File: config.mk
export PLATFORM = sky130hd
export DESIGN_NAME = hpt_front
export DESIGN_NICKNAME = d
export VERILOG_FILES = /design/src/rtl/hpt_pkg.sv /design/src/rtl/hpt_front.sv
export SDC_FILE = /design/constraint.sdc
export NUM_CORES = 1
export LEC_CHECK = 0
export BUFFER_PORTS_ARGS = -buffer_cell sky130_fd_sc_hd__buf_2
export CAP_MARGIN = 10
export CORE_ASPECT_RATIO = 1.5
export CORE_MARGIN = 5
export CORE_UTILIZATION = 30
export CTS_CLUSTER_DIAMETER = 80
export DETAILED_ROUTE_END_ITERATION = 12
export GPL_ROUTABILITY_DRIVEN = 0
export PLACE_DENSITY = 0.58
export SYNTH_ARGS = -nofsm -noshare
export SYNTH_HDL_FRONTEND = slang
export SYNTH_SLANG_ARGS = --single-unit
File: constraint.sdc
create_clock -name clk -period 11.5 [get_ports clk]
set_input_delay 2.875 -clock clk [delete_from_list [all_inputs] [get_ports clk]]
set_output_delay 2.875 -clock clk [all_outputs]
set_load 0.02 [all_outputs]
File: src/rtl/hpt_pkg.sv
`timescale 1ns / 1ps
`default_nettype none
// ----------------------------------------------------------------------------
// hpt_pkg: shared types and constants for the hashed page table insert block
// entry layout, row layout, classified command and stream field widths
// ----------------------------------------------------------------------------
package hpt_pkg;

    localparam int GROUP_BITS = 10;
    localparam int WAYS       = 8;
    localparam int WAY_W      = 3;
    localparam int ROWS       = 1 << GROUP_BITS;

    localparam int VADDR_W = 32;
    localparam int VSID_W  = 24;
    localparam int RPN_W   = 20;
    localparam int API_W   = 6;
    localparam int PAGE_W  = 16;
    localparam int SLOT_W  = 13;

    // virtual address bit positions
    localparam int PAGE_LSB = 12;
    localparam int API_LSB  = 22;

    localparam logic [1:0] PP_DEFAULT = 2'd2;

    localparam int IN_DATA_W  = 80;
    localparam int OUT_DATA_W = 16;
    localparam int OUT_PAD_W  = OUT_DATA_W - SLOT_W - 2;

    typedef struct packed {
        logic              valid;
        logic [VSID_W-1:0] vsid;
        logic              hsel;
        logic [API_W-1:0]  api;
        logic [RPN_W-1:0]  rpn;
        logic              refd;
        logic              chgd;
        logic [1:0]        prot;
    } pte_t;

    localparam int PTE_W = $bits(pte_t);
    localparam int ROW_W = WAYS * PTE_W;

    typedef pte_t [WAYS-1:0] row_t;

    // item after decode, handed from front to back
    typedef struct packed {
        logic [VSID_W-1:0]     vsid;
        logic [API_W-1:0]      api;
        logic [RPN_W-1:0]      rpn;
        logic [WAY_W-1:0]      page_way;
        logic [GROUP_BITS-1:0] prim_group;
        logic [GROUP_BITS-1:0] sec_group;
    } cmd_t;

    localparam int CMD_W = $bits(cmd_t);

endpackage
`default_nettype wire

File: src/rtl/hpt_front.sv
`timescale 1ns / 1ps
`default_nettype none
// ----------------------------------------------------------------------------
// hpt_front: input stage
// takes the input transfer, works out page, api and both hash groups
// ----------------------------------------------------------------------------
module hpt_front
    import hpt_pkg::*;
(
    input  wire logic                 clk,
    input  wire logic                 rst_n,
    input  wire logic                 table_busy,
    input  wire logic                 s_axis_tvalid,
    output logic                      s_axis_tready,
    input  wire logic [IN_DATA_W-1:0] s_axis_tdata,
    output logic                      cmd_valid,
    input  wire logic                 cmd_ready,
    output cmd_t                      cmd
);

    logic [VADDR_W-1:0] vaddr;
    logic [VSID_W-1:0]  segment_id;
    logic [RPN_W-1:0]   frame_number;
    logic [PAGE_W-1:0]  page;
    logic [VSID_W-1:0]  hash;
    cmd_t               cmd_next;
    logic               valid_reg;
    cmd_t               cmd_reg;

    assign vaddr        = s_axis_tdata[VADDR_W-1:0];
    assign segment_id   = s_axis_tdata[VADDR_W +: VSID_W];
    assign frame_number = s_axis_tdata[VADDR_W+VSID_W +: RPN_W];

    always_comb
    begin
        page                = vaddr[PAGE_LSB +: PAGE_W];
        hash                = segment_id ^ VSID_W'(page);
        cmd_next.vsid       = segment_id;
        cmd_next.api        = vaddr[API_LSB +: API_W];
        cmd_next.rpn        = frame_number;
        cmd_next.page_way   = page[WAY_W-1:0];
        cmd_next.prim_group = hash[GROUP_BITS-1:0];
        cmd_next.sec_group  = ~hash[GROUP_BITS-1:0];
    end

    assign s_axis_tready = !table_busy && (!valid_reg || cmd_ready);
    assign cmd_valid     = valid_reg;
    assign cmd           = cmd_reg;

    always_ff @(posedge clk or negedge rst_n)
    begin
        if (!rst_n)
        begin
            valid_reg <= 1'b0;
        end
        else if (s_axis_tready)
        begin
            valid_reg <= s_axis_tvalid;
        end
        else if (cmd_ready)
        begin
            valid_reg <= 1'b0;
        end
    end

    always_ff @(posedge clk)
    begin
        if (s_axis_tready && s_axis_tvalid)
        begin
            cmd_reg <= cmd_next;
        end
    end

endmodule
`default_nettype wire

# Word-level counts from Yosys, hierarchy flattened
# Index checks and enable logic that the tools add are counted.
dict set report classes {
  mux 2
  n_bitwise 2
  n_reduce_logical 6
}
# op count
set ops {}
lappend ops {{inverter 10 bit} 1}
lappend ops {{XOR 10 bit} 1}
lappend ops {{logical AND 1 bit} 2}
lappend ops {{zero test 1 bit} 2}
lappend ops {{2-to-1 mux 1 bit} 2}
lappend ops {{nonzero test 2 bit} 1}
lappend ops {{logical OR 1 bit} 1}
dict set report totals {
  register_bits 74
  input_bits 85
  out_inout_bits 75
  wordCells 17
}

# Longest topological paths before layout
dict set report depth {
  depth_word 4
  mapped_depth 2
  ltp_nobuf 2
}

# Least setup slack after synthesis
# Ideal clock, no wire load.
dict set report synth_path {
  kind {input to register}
  startpoint {in table_busy}
  endpoint {reg cmd_reg (netlist bit cmd[0]) (enable)}
  setup_ns 0.504
  arrival_ns 6.072
  t_required_ns 10.996
  slack_ns 4.924
  path_stages 2
  path_buffers 0
  cell_sequence {nand2b_1 -> nor2_1}
}
dict set report synth_between {
  elab_chain_cells 3
}
# element line_no
set synth_lines {}
lappend synth_lines {{start: declaration} hpt_front.sv:12} ;# input wire logic table_busy,
lappend synth_lines {{zero test 1 bit} hpt_front.sv:46} ;# assign s_axis_tready = !table_busy && (!valid_reg || cmd_ready);
lappend synth_lines {{logical AND 1 bit} hpt_front.sv:46}
lappend synth_lines {{logical AND 1 bit} hpt_front.sv:68} ;# if (s_axis_tready && s_axis_tvalid)
lappend synth_lines {{end signal: assignment} hpt_front.sv:70} ;# cmd_reg <= cmd_next;
lappend synth_lines {{end: declaration} hpt_front.sv:28} ;# cmd_t cmd_reg;
# Every way passes these cells.
# A chain may end at the register's enable or synchronous reset.

# Final worst setup path
dict set report layout_path {
  startpoint {in cmd_ready}
  endpoint {out s_axis_tready}
}
dict set report layout_between {
  elab_chain_cells 2
}
# element line_no
set layout_lines {}
lappend layout_lines {{start: declaration} hpt_front.sv:17} ;# input wire logic cmd_ready,
lappend layout_lines {{logical OR 1 bit} hpt_front.sv:46}
lappend layout_lines {{logical AND 1 bit} hpt_front.sv:46}
lappend layout_lines {{end: declaration} hpt_front.sv:14} ;# output logic s_axis_tready,
# Every way passes these cells.

==> flow_metrics.tcl <==
set metrics [dict create \
    multi_input_area_sq_um 124 \
    drcViolationCount 0 \
    ys_ff_latch 74 \
    fin_crit_ps 6240 \
    cp_max_fo 3 \
    rows 39 \
    cp_common_cell "buf_2" \
    synth_nets 184 \
    min_period_over_period 0.543 \
    critPathBufInv 2 \
    grt_pass1_wl_microns 7720 \
    cts_buffers 9 \
    largest_reg_flops 73 \
    fillCellCount 707 \
    slew_headroom 0.399 \
    placed_area_sq_mm 0.00321 \
    overflow 0 \
    regArea_sq_mm 0.00222 \
    die_h_microns 119 \
    grt_max_degree 74 \
    netlist_area_sq_mm 0.00237 \
    io_pins 160 \
    drt-initial-drc-count 66 \
    dp_hpwl_microns 4030 \
    nets 335 \
    cts_tree "yes" \
    wl_per_cell_microns 14.8 \
    clock_latency_ps 320 \
    cp_data_arrival_time_ps 3370 \
    yosysWarnings 0 \
    start_kind "input port" \
    crit_path_top_delay_cell "nor2b_2" \
    diodes 0 \
    drt-vias-per-instance 3.96 \
    worst_hold_slack_ps 715 \
    path_cells "buf_2 > nor2b_2 > nor2_1 > buf_2" \
    synthCells 99 \
    htree_levels 3 \
    tns_ps 0 \
    cp_slowest_stage_delay_ps 180 \
    max-clock-path-buffers 2 \
    cts_hold_buf 0 \
    fin_area_sq_mm 0.00346 \
    initial_core_util 0.309 \
    clock_sinks 74 \
    power.density_mw_per_mm2 173 \
    grt_usage 0.112 \
    cts_setup_buffers 0 \
    synth.avg_cell_area_sq_um 23.9 \
    worst_path_dominant_cell_family "buffers and inverters" \
    synthToLayoutAreaGrowth_pct 46.1 \
    root_buffer "clkbuf_16" \
    worst_slew_pin_slew_ps 902 \
    core_sq_mm 0.00766 \
    yosys.cell_types.count 7 \
    cts.reportedPaths.clkPinSlew_ps 50 \
    path_class "input port to output pin" \
    detailedRoute.firstPassIterationCount 4 \
    io_buffers 139 \
    drv_cap 0 \
    finClkSkew_ps 2.87 \
    min_path_type "flop to flop" \
    antenna_left 0 \
    cp-end-kind "output pin" \
    wl_microns 5290 \
    dieWidth_microns 82.6 \
    drive_above_1_share 0.600 \
    max_freq_ghz 0.160 \
    worst_ep_required_time_ps 8630 \
    grt_antenna_before_repair 3 \
    ys_seq_area_frac 0.935 \
    status "completed" \
    final-max-slew-violation-count 0 \
    rsz0062_at_grt "false" \
    hold_violations 0 \
    die_area_sq_mm 0.00982 \
    grt_pass1_vias 1487 \
    cts_resized 0 \
    vias 1414 \
    p_leak_uw 0.00148 \
    vdd_drop_max_uv 93.6 \
    setup_viol 0 \
]
-- tightest hold or removal path: stages (launching register included) --
cell and delay, ps:
dfrtp_1 330, nor2b_2 220, nand2b_1 130
-- cell families (layout without fill, tap and decap cells) --
family	count (synthesis)	in the layout	share of synthesized area
xor gates and xnor gates	10	10	0.0369
buffers and inverters	10	166	0.0158
and+or+nand+nor	5	5	0.0121
DFF	74	74	0.935
-- worst paths after layout --
| kind | start | end | slack (ps) | cells past startpoint |
|---|---|---|---|---|
| worst max register to register | cmd_valid | cmd[35] | 9750 | 3 |
| max in group asynchronous | rst_n | cmd_valid | 9100 | 1 |
| min in group asynchronous | rst_n | cmd_valid | 2320 | 1 |
| worst max-delay path | cmd_ready | s_axis_tready | 5260 | 4 |
| worst min register to register | cmd_valid | cmd_valid | 710 | 2 |
| worst min-delay path | cmd_valid | cmd_valid | 710 | 2 |
-- layout make-up --
| type | instances | area share |
|---|---|---|
| Sequential cell | 74 | 0.640 |
| Tap cell | 102 | 0.0368 |
| Inverter | 10 | 0.0108 |
| Multi-Input combinational cell | 15 | 0.0358 |
| Clock buffer | 11 | 0.0672 |
| Timing Repair Buffer | 140 | 0.203 |
| Clock inverter | 5 | 0.00614 |
-- cells in the mapped netlist --
cell	count	area [sq um]
inv_1	10	37.5
nor2_1	2	7.51
nor2b_2	1	8.76
edfxtp_1	73	2190
nand2b_1	2	12.5
xor2_1	10	87.6
dfrtp_1	1	25.0
-- power breakdown --
part	internal [uW]	switching (uW)	total, uW
clock	143	92.7	235
sequential	313	2.43	315
combinational	17.8	31.9	49.7
-- per-stage QoR --
step	util	instances	setup WS [ps]	power (uW)
5_1_grt	0.452	357	5200	629
3_3_place_gp	0.419	341	5270	370
6_report	0.452	357	5260	600
3_5_place_dp	0.419	341	5260	372
2_1_floorplan	-	99	4920	347
4_1_cts	0.452	357	5250	612
-- placed cells by master, fill, tap and decap left out, drive strengths merged --
master | synthesis | routed
nor2b | 1 | 1
clkinv | 0 | 5
clkbuf | 0 | 11
dfrtp | 1 | 1
edfxtp | 73 | 73
inv | 10 | 10
nand2b | 2 | 2
nor2 | 2 | 2
xor2 | 10 | 10
buf | 0 | 140
-- per-layer routing --
layer,part of all wire,global-route usage
met5,0.0081,0
met1,0.29,0.0927
met3,0.11,0.0710
met4,0.019,0.0552
met2,0.57,0.197
No activity file was read; power rests on OpenSTA's default activity.
