### config.mk
export PLATFORM = sky130hd
export DESIGN_NAME = hpt_queue
export DESIGN_NICKNAME = d
export VERILOG_FILES = /design/src/rtl/hpt_pkg.sv /design/src/rtl/hpt_queue.sv
export SDC_FILE = /design/constraint.sdc
export NUM_CORES = 1
export LEC_CHECK = 0
export BUFFER_PORTS_ARGS = -buffer_cell sky130_fd_sc_hd__buf_2
export CORE_UTILIZATION = 38
export DETAILED_ROUTE_END_ITERATION = 8
export PLACE_DENSITY_LB_ADDON = 0.12
export SYNTH_ARGS = -nofsm -noshare
export SYNTH_HDL_FRONTEND = slang
export SYNTH_SLANG_ARGS = --single-unit
export TNS_END_PERCENT = 100
### constraint.sdc
create_clock -name clk -period 4.8 [get_ports clk]
set_clock_uncertainty 0.2 [all_clocks]
set_input_delay 0.24 -clock clk [delete_from_list [all_inputs] [get_ports clk]]
set_output_delay 0.24 -clock clk [all_outputs]
set_load 0.05 [all_outputs]
### src/rtl/hpt_pkg.sv
`timescale 1ns / 1ps
`default_nettype none
// ----------------------------------------------------------------------------
// hpt_pkg: shared types and constants for the hashed page table insert block
// entry layout, row layout, classified command and stream field widths
// ----------------------------------------------------------------------------
package hpt_pkg;

    localparam int GROUP_BITS = 10;
    localparam int WAYS       = 8;
    localparam int WAY_W      = 3;
    localparam int ROWS       = 1 << GROUP_BITS;

    localparam int VADDR_W = 32;
    localparam int VSID_W  = 24;
    localparam int RPN_W   = 20;
    localparam int API_W   = 6;
    localparam int PAGE_W  = 16;
    localparam int SLOT_W  = 13;

    // virtual address bit positions
    localparam int PAGE_LSB = 12;
    localparam int API_LSB  = 22;

    localparam logic [1:0] PP_DEFAULT = 2'd2;

    localparam int IN_DATA_W  = 80;
    localparam int OUT_DATA_W = 16;
    localparam int OUT_PAD_W  = OUT_DATA_W - SLOT_W - 2;

    typedef struct packed {
        logic              valid;
        logic [VSID_W-1:0] vsid;
        logic              hsel;
        logic [API_W-1:0]  api;
        logic [RPN_W-1:0]  rpn;
        logic              refd;
        logic              chgd;
        logic [1:0]        prot;
    } pte_t;

    localparam int PTE_W = $bits(pte_t);
    localparam int ROW_W = WAYS * PTE_W;

    typedef pte_t [WAYS-1:0] row_t;

    // item after decode, handed from front to back
    typedef struct packed {
        logic [VSID_W-1:0]     vsid;
        logic [API_W-1:0]      api;
        logic [RPN_W-1:0]      rpn;
        logic [WAY_W-1:0]      page_way;
        logic [GROUP_BITS-1:0] prim_group;
        logic [GROUP_BITS-1:0] sec_group;
    } cmd_t;

    localparam int CMD_W = $bits(cmd_t);

endpackage
`default_nettype wire

### src/rtl/hpt_queue.sv
`timescale 1ns / 1ps
`default_nettype none
// ----------------------------------------------------------------------------
// hpt_queue: two-entry command queue
// decouples the input stage from the table engine
// ----------------------------------------------------------------------------
module hpt_queue
    import hpt_pkg::*;
(
    input  wire logic clk,
    input  wire logic rst_n,
    input  wire logic push_valid,
    output logic      push_ready,
    input  wire cmd_t push_cmd,
    output logic      pop_valid,
    input  wire logic pop_ready,
    output cmd_t      pop_cmd
);

    cmd_t       slot_reg [2];
    logic       wr_ptr_reg;
    logic       rd_ptr_reg;
    logic [1:0] count_reg;
    logic       push;
    logic       pop;

    assign push_ready = (count_reg != 2'd2);
    assign pop_valid  = (count_reg != 2'd0);
    assign pop_cmd    = slot_reg[rd_ptr_reg];
    assign push       = push_valid && push_ready;
    assign pop        = pop_valid && pop_ready;

    always_ff @(posedge clk or negedge rst_n)
    begin
        if (!rst_n)
        begin
            wr_ptr_reg <= 1'b0;
            rd_ptr_reg <= 1'b0;
            count_reg  <= 2'd0;
        end
        else
        begin
            if (push)
            begin
                wr_ptr_reg <= !wr_ptr_reg;
            end
            if (pop)
            begin
                rd_ptr_reg <= !rd_ptr_reg;
            end
            if (push && !pop)
            begin
                count_reg <= count_reg + 2'd1;
            end
            else if (pop && !push)
            begin
                count_reg <= count_reg - 2'd1;
            end
        end
    end

    always_ff @(posedge clk)
    begin
        if (push)
        begin
            slot_reg[wr_ptr_reg] <= push_cmd;
        end
    end

endmodule
`default_nettype wire

* After elaboration in Yosys (flattened, before gate mapping) *
Memories as Yosys holds them, arrays and structs flattened.
Index checks and enable logic that the tools add are counted.

storage, ports and cells
  memories kept = 1
  bits of input ports = 77
  word-level logic and storage cells = 21
  register bits after elaboration = 4
  RAM bits = 146

memory list
  memory    depth  bits a word  rd ports  clocked after memory_dff  wr ports  line             source
  slot_reg  2      73           1         0                         1         hpt_queue.sv:20  cmd_t slot_reg [2];

cells by class
  multiplexer cells = 4
  reduce and logical (&&, ||, !) cells = 10
  equality and inequality tests = 1
  $add $sub $neg = 2

operators by type and width
  kind                 number
  $logic_and 1x1->1    4
  $logic_not 1->1      4
  $mux 2               2
  $reduce_bool 2->1    2
  $add 2x1->2 const B  1
  $mux 1               2
  $ne 2x2->1 const B   1
  $sub 2x1->2 const B  1

* Longest topological paths before layout *
Gate-level depths: netlist of run 1.

  depth after elaboration = 6
  depth in mapped cells = 7

* Least setup slack after synthesis of run 1 *
No wires, ideal clock.

  path type = register to register
  start = register count_reg[0]
  end = memory slot_reg[0][0] (netlist name) (enable)
  cell stages (with the launch flop) = 4
  buffers on the path = 0
  setup slack = -0.023 ns
  data arrival time = 4.118 ns
  setup time = 0.505 ns
  cells stage by stage = dfrtp_1 nand2b_1 nand2_1 nor2_1

on the way
  longest elaborated chain between the ends = 4

ends and longest elaborated chain
  item                          line             source
  start: declaration            hpt_queue.sv:23  logic [1:0] count_reg;
  start signal: assignment      hpt_queue.sv:53  count_reg <= count_reg + 2'd1;
  start signal: assignment      hpt_queue.sv:57  count_reg <= count_reg - 2'd1;
  $ne 2x2->1                    hpt_queue.sv:27  assign push_ready = (count_reg != 2'd2);
  net push_ready                hpt_queue.sv:13  output logic push_ready,
  $logic_and 1x1->1             hpt_queue.sv:30  assign push = push_valid && push_ready;
  $mux 1                        hpt_queue.sv:64  if (push)
  $mux 1 (not written as such)  hpt_queue.sv:66  slot_reg[wr_ptr_reg] <= push_cmd;
  end: declaration              hpt_queue.sv:20

The timed path passes the listed nets, and every way through them passes these cells.

==> results of run 1 <==
==> metrics by stage <==
step | area (sq um) | cells
after floorplan | 5712 | 245
after global placement | 6663 | 575
after detailed placement | 6663 | 575
after CTS | 7989 | 684
after global routing | 7989 | 684
final | 7989 | 684
==> where the power goes <==
part           switching (W)  leakage [nW]  internal, W  total, W
Combinational        0.00155          1.52     0.000736   0.00229
Clock               0.000485         0.270     0.000751   0.00124
Sequential          0.000110          1.40      0.00180   0.00191
==> synthesized netlist by cell type <==
library cell               instances
sky130_fd_sc_hd__and3_1            1
sky130_fd_sc_hd__buf_2             1
sky130_fd_sc_hd__buf_6             7
sky130_fd_sc_hd__dfrtp_1           4
sky130_fd_sc_hd__edfxtp_1        146
sky130_fd_sc_hd__ha_1              1
sky130_fd_sc_hd__inv_1             1
sky130_fd_sc_hd__mux2_2           13
sky130_fd_sc_hd__mux2_4           60
sky130_fd_sc_hd__nand2_1           2
sky130_fd_sc_hd__nand2b_1          1
sky130_fd_sc_hd__nor2_1            2
sky130_fd_sc_hd__or2_1             1
sky130_fd_sc_hd__xnor2_1           3
sky130_fd_sc_hd__xor2_1            2
==> what timing repair did <==
item,in CTS,in global routing
hold buffers,77,0
setup buffers,0,0
endpoints found under the hold margin,152,0
==> final timing paths <==
check                        startpoint         endpoint  slack, ns  depth (start not counted)
setup / recovery             rd_ptr_reg      pop_cmd[63]       2.02                          3
hold / removal             count_reg[1]     count_reg[1]       0.31                          1
setup reg to reg           count_reg[0]  slot_reg[0][52]       2.38                          4
hold reg to reg            count_reg[1]     count_reg[1]       0.31                          1
max in group asynchronous         rst_n       rd_ptr_reg       3.68                          3
min in group asynchronous         rst_n       rd_ptr_reg       0.53                          3
==> worst max-delay path, delay by kind of cell, from the launching register on <==
| kind | cells | cell delay, ns |
|---|---|---|
| buffers and inverters | 2 | 0.87 |
| flip-flops | 1 | 0.62 |
| multiplexers | 1 | 0.42 |
==> cells by family after synthesis <==
kind of cell / after synthesis / synth area share
adder cells (fa/ha/maj): 1 / 0.002191
flip-flops: 150 / 0.7854
XOR/XNOR: 5 / 0.007672
AND/OR/NAND/NOR: 7 / 0.005920
multiplexers: 73 / 0.1834
buffers and inverters: 9 / 0.01534
==> layout make-up <==
cell class                      instances  area (sq um)  area share
Clock buffer                           24         481.7     0.06030
Clock inverter                          8         73.82    0.009240
Inverter                                1         3.754   0.0004699
Multi-Input combinational cell         86          1150      0.1439
Sequential cell                       150          4488      0.5618
Tap cell                              184         230.2     0.02882
Timing Repair Buffer                  231          1562      0.1955
==> per-layer routing <==
layer,vias to the layer above,GRT usage,share of wire
met5,-,0,0
li1,1457,-,-
met3,11,0.05627,0.063
met1,1456,0.1639,0.44
met2,103,0.2249,0.49
met4,0,0.05528,0.0089
==> flow_summary.yaml, run 1 <==
timing:
  unrepaired_setup_endpoints_after_global_routing: "false"
  final.hold.worst_slack_ns: 0.3112
  worstMarginPinSlew_ns: 1.069
  timing.max_slew.rel_slack: 0.2853
  timing.setup.tns_ns: 0
  clock.fmax_mhz: 359.8
  setup_viol: 0
  timing.final.crit_share: 0.5791
  finalHoldViolCount: 0
  min_period_ns: 2.780
  drv_slew: 0
  setup_ws_ns: 2.020
floorplan:
  die_x_um: 124.6
  die-height_um: 124.6
  top_level_ports: 152
  floorplan_core_area_sq_um: 14590
  rows: 44
  die_area_sq_um: 15520
  start_util: 0.3913
global_route:
  grt.total_usage: 0.1388
  antenna_violations_before_repair: 0
  wire_length_of_the_first_global_routing_pass_um: 16120
  grt_start_max_net_pins: 74
  grt_pass1_vias: 3242
  grt_remaining_overflow: 0
synth:
  top_cell_type_s_share_of_synthesized_area: 0.7679
  syn-mean-instance-area_sq_um: 23.30
  synth.top_cells.by_area: "sky130_fd_sc_hd__edfxtp_1 (77%), sky130_fd_sc_hd__mux2_4 (16%), sky130_fd_sc_hd__mux2_2 (2.6%), sky130_fd_sc_hd__dfrtp_1 (1.8%), sky130_fd_sc_hd__buf_6 (1.4%)"
  postSynthCellCount: 245
  postSynthNetCount: 323
  yosysWarnings: 0
  synth-seq-area-share: 0.7854
  count_of_cell_types_in_the_netlist: 15
  synth.cell_area_sq_um: 5709
  synthDominantAreaCellType: "sky130_fd_sc_hd__edfxtp_1"
  ys_seq_elements: 150
cells_and_area:
  nets: 565
  diodes: 0
  growth_of_design_area_from_synthesis_to_finish_pct: 39.93
  largest_reg_flops: 146
  mostFrequentLayoutCells: "sky130_fd_sc_hd__buf_2 (151), sky130_fd_sc_hd__edfxtp_1 (146), sky130_fd_sc_hd__dlygate4sd3_1 (77)"
  layout.core_utilization: 0.5476
  final_layout_size_suffix_gt1_frac: 0.5160
  layout.filler_cells: 1157
  commonest_non_fill_non_tap_cell_in_the_layout: "sky130_fd_sc_hd__buf_2"
clock_tree:
  cts_resized: 0
  worstSkewPairLatency_ns: 0.41
  cts_buffer_depth: 2
  clock_tree.root_cell: "sky130_fd_sc_hd__clkbuf_16"
  clkTransAtPathRegs_ns: 0.06
  tritoncts: "built"
  cts_max_level: 4
  numClockSinks: 150
  clock_buffer_count_from_cts: 17
power_and_ir_drop:
  vdd_drop_max_uv: 454.5
  cellLeakagePower_nw: 3.197
  finalPower_w: 0.005430
  p_per_area_nw_per_um2: 679.7
setup_path:
  timing.critical_path.from_type: "register"
  crit_required_ns: 4.36
  critical_path.max_stage_delay_ns: 0.66
  path_class: "reg -> out"
  path_max_fanout: 38
  cp.arrival_ns: 2.34
  crit_path_top_delay_cell: "sky130_fd_sc_hd__buf_4"
  critical_path.endpoint_type: "output pin"
  cp_cell_sequence: "buf_4, mux2_2, buf_2"
drt:
  finalWirelength_um: 10250
  num_vias: 3027
  detail_route.iter0.violations: 121
  routed_via_density: 4.425
  drt_first_pass_iters: 4
  antenna_violating_nets_post_route: 0
  count_of_unresolved_drc_violations_after_routing: 0
  routedWlPerCell_um: 14.98
place:
  placement.setup.worst_slack_ns: 2.303
  dp_hpwl_um: 6056
  gp_congestion: 0.6634
  port-buffer-count: 151
hold_path:
  hold_path_class: "reg -> reg"
run:
  maxCapViolations: 0
status:
  outcome: "complete, no violations"
Power figures use the tool's default switching activity.
==> run 2: changes to the inputs <==
==> constraint.sdc (replaced) <==
create_clock -name clk -period 2.9 [get_ports clk]
set_clock_uncertainty 0.2 [all_clocks]
set_input_delay 0.145 -clock clk [delete_from_list [all_inputs] [get_ports clk]]
set_output_delay 0.145 -clock clk [all_outputs]
set_load 0.05 [all_outputs]
==> flow_summary.yaml, run 2 (synthesis gave the netlist of run 1 again) <==
place:
  dp_hpwl_um: 6680
  port-buffer-count: 151
  placement.setup.worst_slack_ns: 0.8779
  gp_congestion: 0.7003
power_and_ir_drop:
  p_per_area_nw_per_um2: 1151
  finalPower_w: 0.009388
  cellLeakagePower_nw: 3.275
  vdd_drop_max_uv: 573.4
global_route:
  grtUsageMet1: 0.1709
  grt.total_usage: 0.1444
  grt.met2_usage: 0.2369
  grt-busiest-layer: "met2"
  grt_pass1_vias: 3334
  wire_length_of_the_first_global_routing_pass_um: 16800
  grt_start_max_net_pins: 44
  grt_remaining_overflow: 0
  gr-usage-met3: 0.04725
  antenna_violations_before_repair: 0
setup_path:
  r2r-start: "count_reg[0]"
  critical_path.max_stage_delay_ns: 0.73
  cp.arrival_ns: 2.09
  cp_cell_sequence: "buf_4, mux2_2, buf_2"
  path_max_fanout: 25
  timing.critical_path.from_type: "register"
  path_class: "reg -> out"
  crit_path_top_delay_cell: "sky130_fd_sc_hd__dfrtp_4"
  critical_path.startpoint: "rd_ptr_reg"
  crit_required_ns: 2.56
  ff2ff_path_depth: 3
  setup_slack_of_the_worst_register_to_register_path_ns: 0.94
  crit_cells: 3
  crit_family: "flip-flops"
  critical_path.endpoint_type: "output pin"
  worstSetupEndpoint: "pop_cmd[69]"
  rr_endpoint: "slot_reg[1][30]"
  critPathBufInv: 2
run:
  maxCapViolations: 0
clock_tree:
  clock_buffer_count_from_cts: 17
  tritoncts: "built"
  numClockSinks: 150
  cts_buffer_depth: 2
  cts_max_level: 4
  clock_tree.root_cell: "sky130_fd_sc_hd__clkbuf_16"
  worstSkewPairLatency_ns: 0.41
  postCtsSetupBuffers: 0
  clkTransAtPathRegs_ns: 0.06
drt:
  num_vias: 3067
  finalWirelength_um: 10550
  count_of_unresolved_drc_violations_after_routing: 0
  routed_via_density: 4.451
  drt_first_pass_iters: 4
  detail_route.iter0.violations: 113
  routedWlPerCell_um: 15.31
  antenna_violating_nets_post_route: 0
cells_and_area:
  mostFrequentLayoutCells: "sky130_fd_sc_hd__buf_2 (151), sky130_fd_sc_hd__edfxtp_1 (146), sky130_fd_sc_hd__dlygate4sd3_1 (77)"
  commonest_non_fill_non_tap_cell_in_the_layout: "sky130_fd_sc_hd__buf_2"
  diodes: 0
  layout.filler_cells: 1205
  nets: 570
  final_layout_size_suffix_gt1_frac: 0.5287
  largest_reg_flops: 146
  growth_of_design_area_from_synthesis_to_finish_pct: 42.82
timing:
  timing.final.crit_share: 0.8408
  setup_ws_ns: 0.4616
  min_period_ns: 2.438
  final.hold.worst_slack_ns: 0.2515
  setup_viol: 0
  clock.fmax_mhz: 410.1
  timing.setup.tns_ns: 0
  finalHoldViolCount: 0
  unrepaired_setup_endpoints_after_global_routing: "false"
  timing.max_slew.rel_slack: 0.6840
  drv_slew: 0
  worstMarginPinSlew_ns: 0.4741
floorplan:
  die_area_sq_um: 15520
  rows: 44
  die-height_um: 124.6
  die_x_um: 124.6
  floorplan_core_area_sq_um: 14590
  start_util: 0.3913
  top_level_ports: 152
status:
  outcome: "complete, no violations"
hold_path:
  hold_path_class: "in -> reg"
  hold_path_cell_cnt: 2
==> run 2: changes by cell type in the layout (fill, tap and decap cells not counted) <==
cell and change:
sky130_fd_sc_hd__clkinvlp_4 +1, sky130_fd_sc_hd__clkinv_2 +1, sky130_fd_sc_hd__buf_12 +3, sky130_fd_sc_hd__clkbuf_1 -4
sky130_fd_sc_hd__buf_4 +2, sky130_fd_sc_hd__clkbuf_8 -2, sky130_fd_sc_hd__bufinv_16 +4
==> run 2: per-layer routing <==
metal,up-vias,routed length [um]
met3,18,575
li1,1463,-
met1,1486,4577
met2,100,5170
met4,0,228
met5,-,0
==> run 2: repair_timing <==
| item | CTS | global route |
|---|---|---|
| hold endpoints to repair | 153 | 0 |
| hold buffers | 77 | 0 |
| endpoints found under the setup margin | 0 | 0 |
| gates resized for setup | 0 | 0 |
==> run 2: where the power goes <==
group / leakage [nW] / switching (W) / total [W] / internal, W
Clock: 0.311 / 0.000825 / 0.00237 / 0.00154
Sequential: 1.40 / 0.000218 / 0.00319 / 0.00297
Combinational: 1.56 / 0.00255 / 0.00384 / 0.00129
==> run 2: area by class of cell <==
class	instances	area, sq um	area share
clock buffer	18	439.2	0.05386
multi-input combinational	86	1150	0.1410
sequential	150	4488	0.5504
clock inverter	14	206.4	0.02532
timing repair buffer	236	1637	0.2007
inverter	1	3.754	0.0004603
tap	184	230.2	0.02823
==> run 2: metrics by stage <==
| step | util | instances | area (sq um) |
|---|---|---|---|
| floorplan | - | 245 | 5718 |
| global placement | 0.4618 | 580 | 6738 |
| detailed placement | 0.4618 | 580 | 6738 |
| CTS | 0.5589 | 689 | 8154 |
| global route | 0.5589 | 689 | 8154 |
| finish | 0.5589 | 689 | 8154 |
==> run 2: worst min-delay path by stage <==
stage | start | endpoint | slack [ns]
after floorplan | rst_n | count_reg[0] | -0.35
after global placement | rst_n | rd_ptr_reg | -0.24
after detailed placement | rst_n | count_reg[1] | -0.24
after CTS | push_cmd[4] | slot_reg[0][4] | 0.23
after global routing | push_cmd[67] | slot_reg[0][67] | 0.24
final | push_cmd[42] | slot_reg[1][42] | 0.25
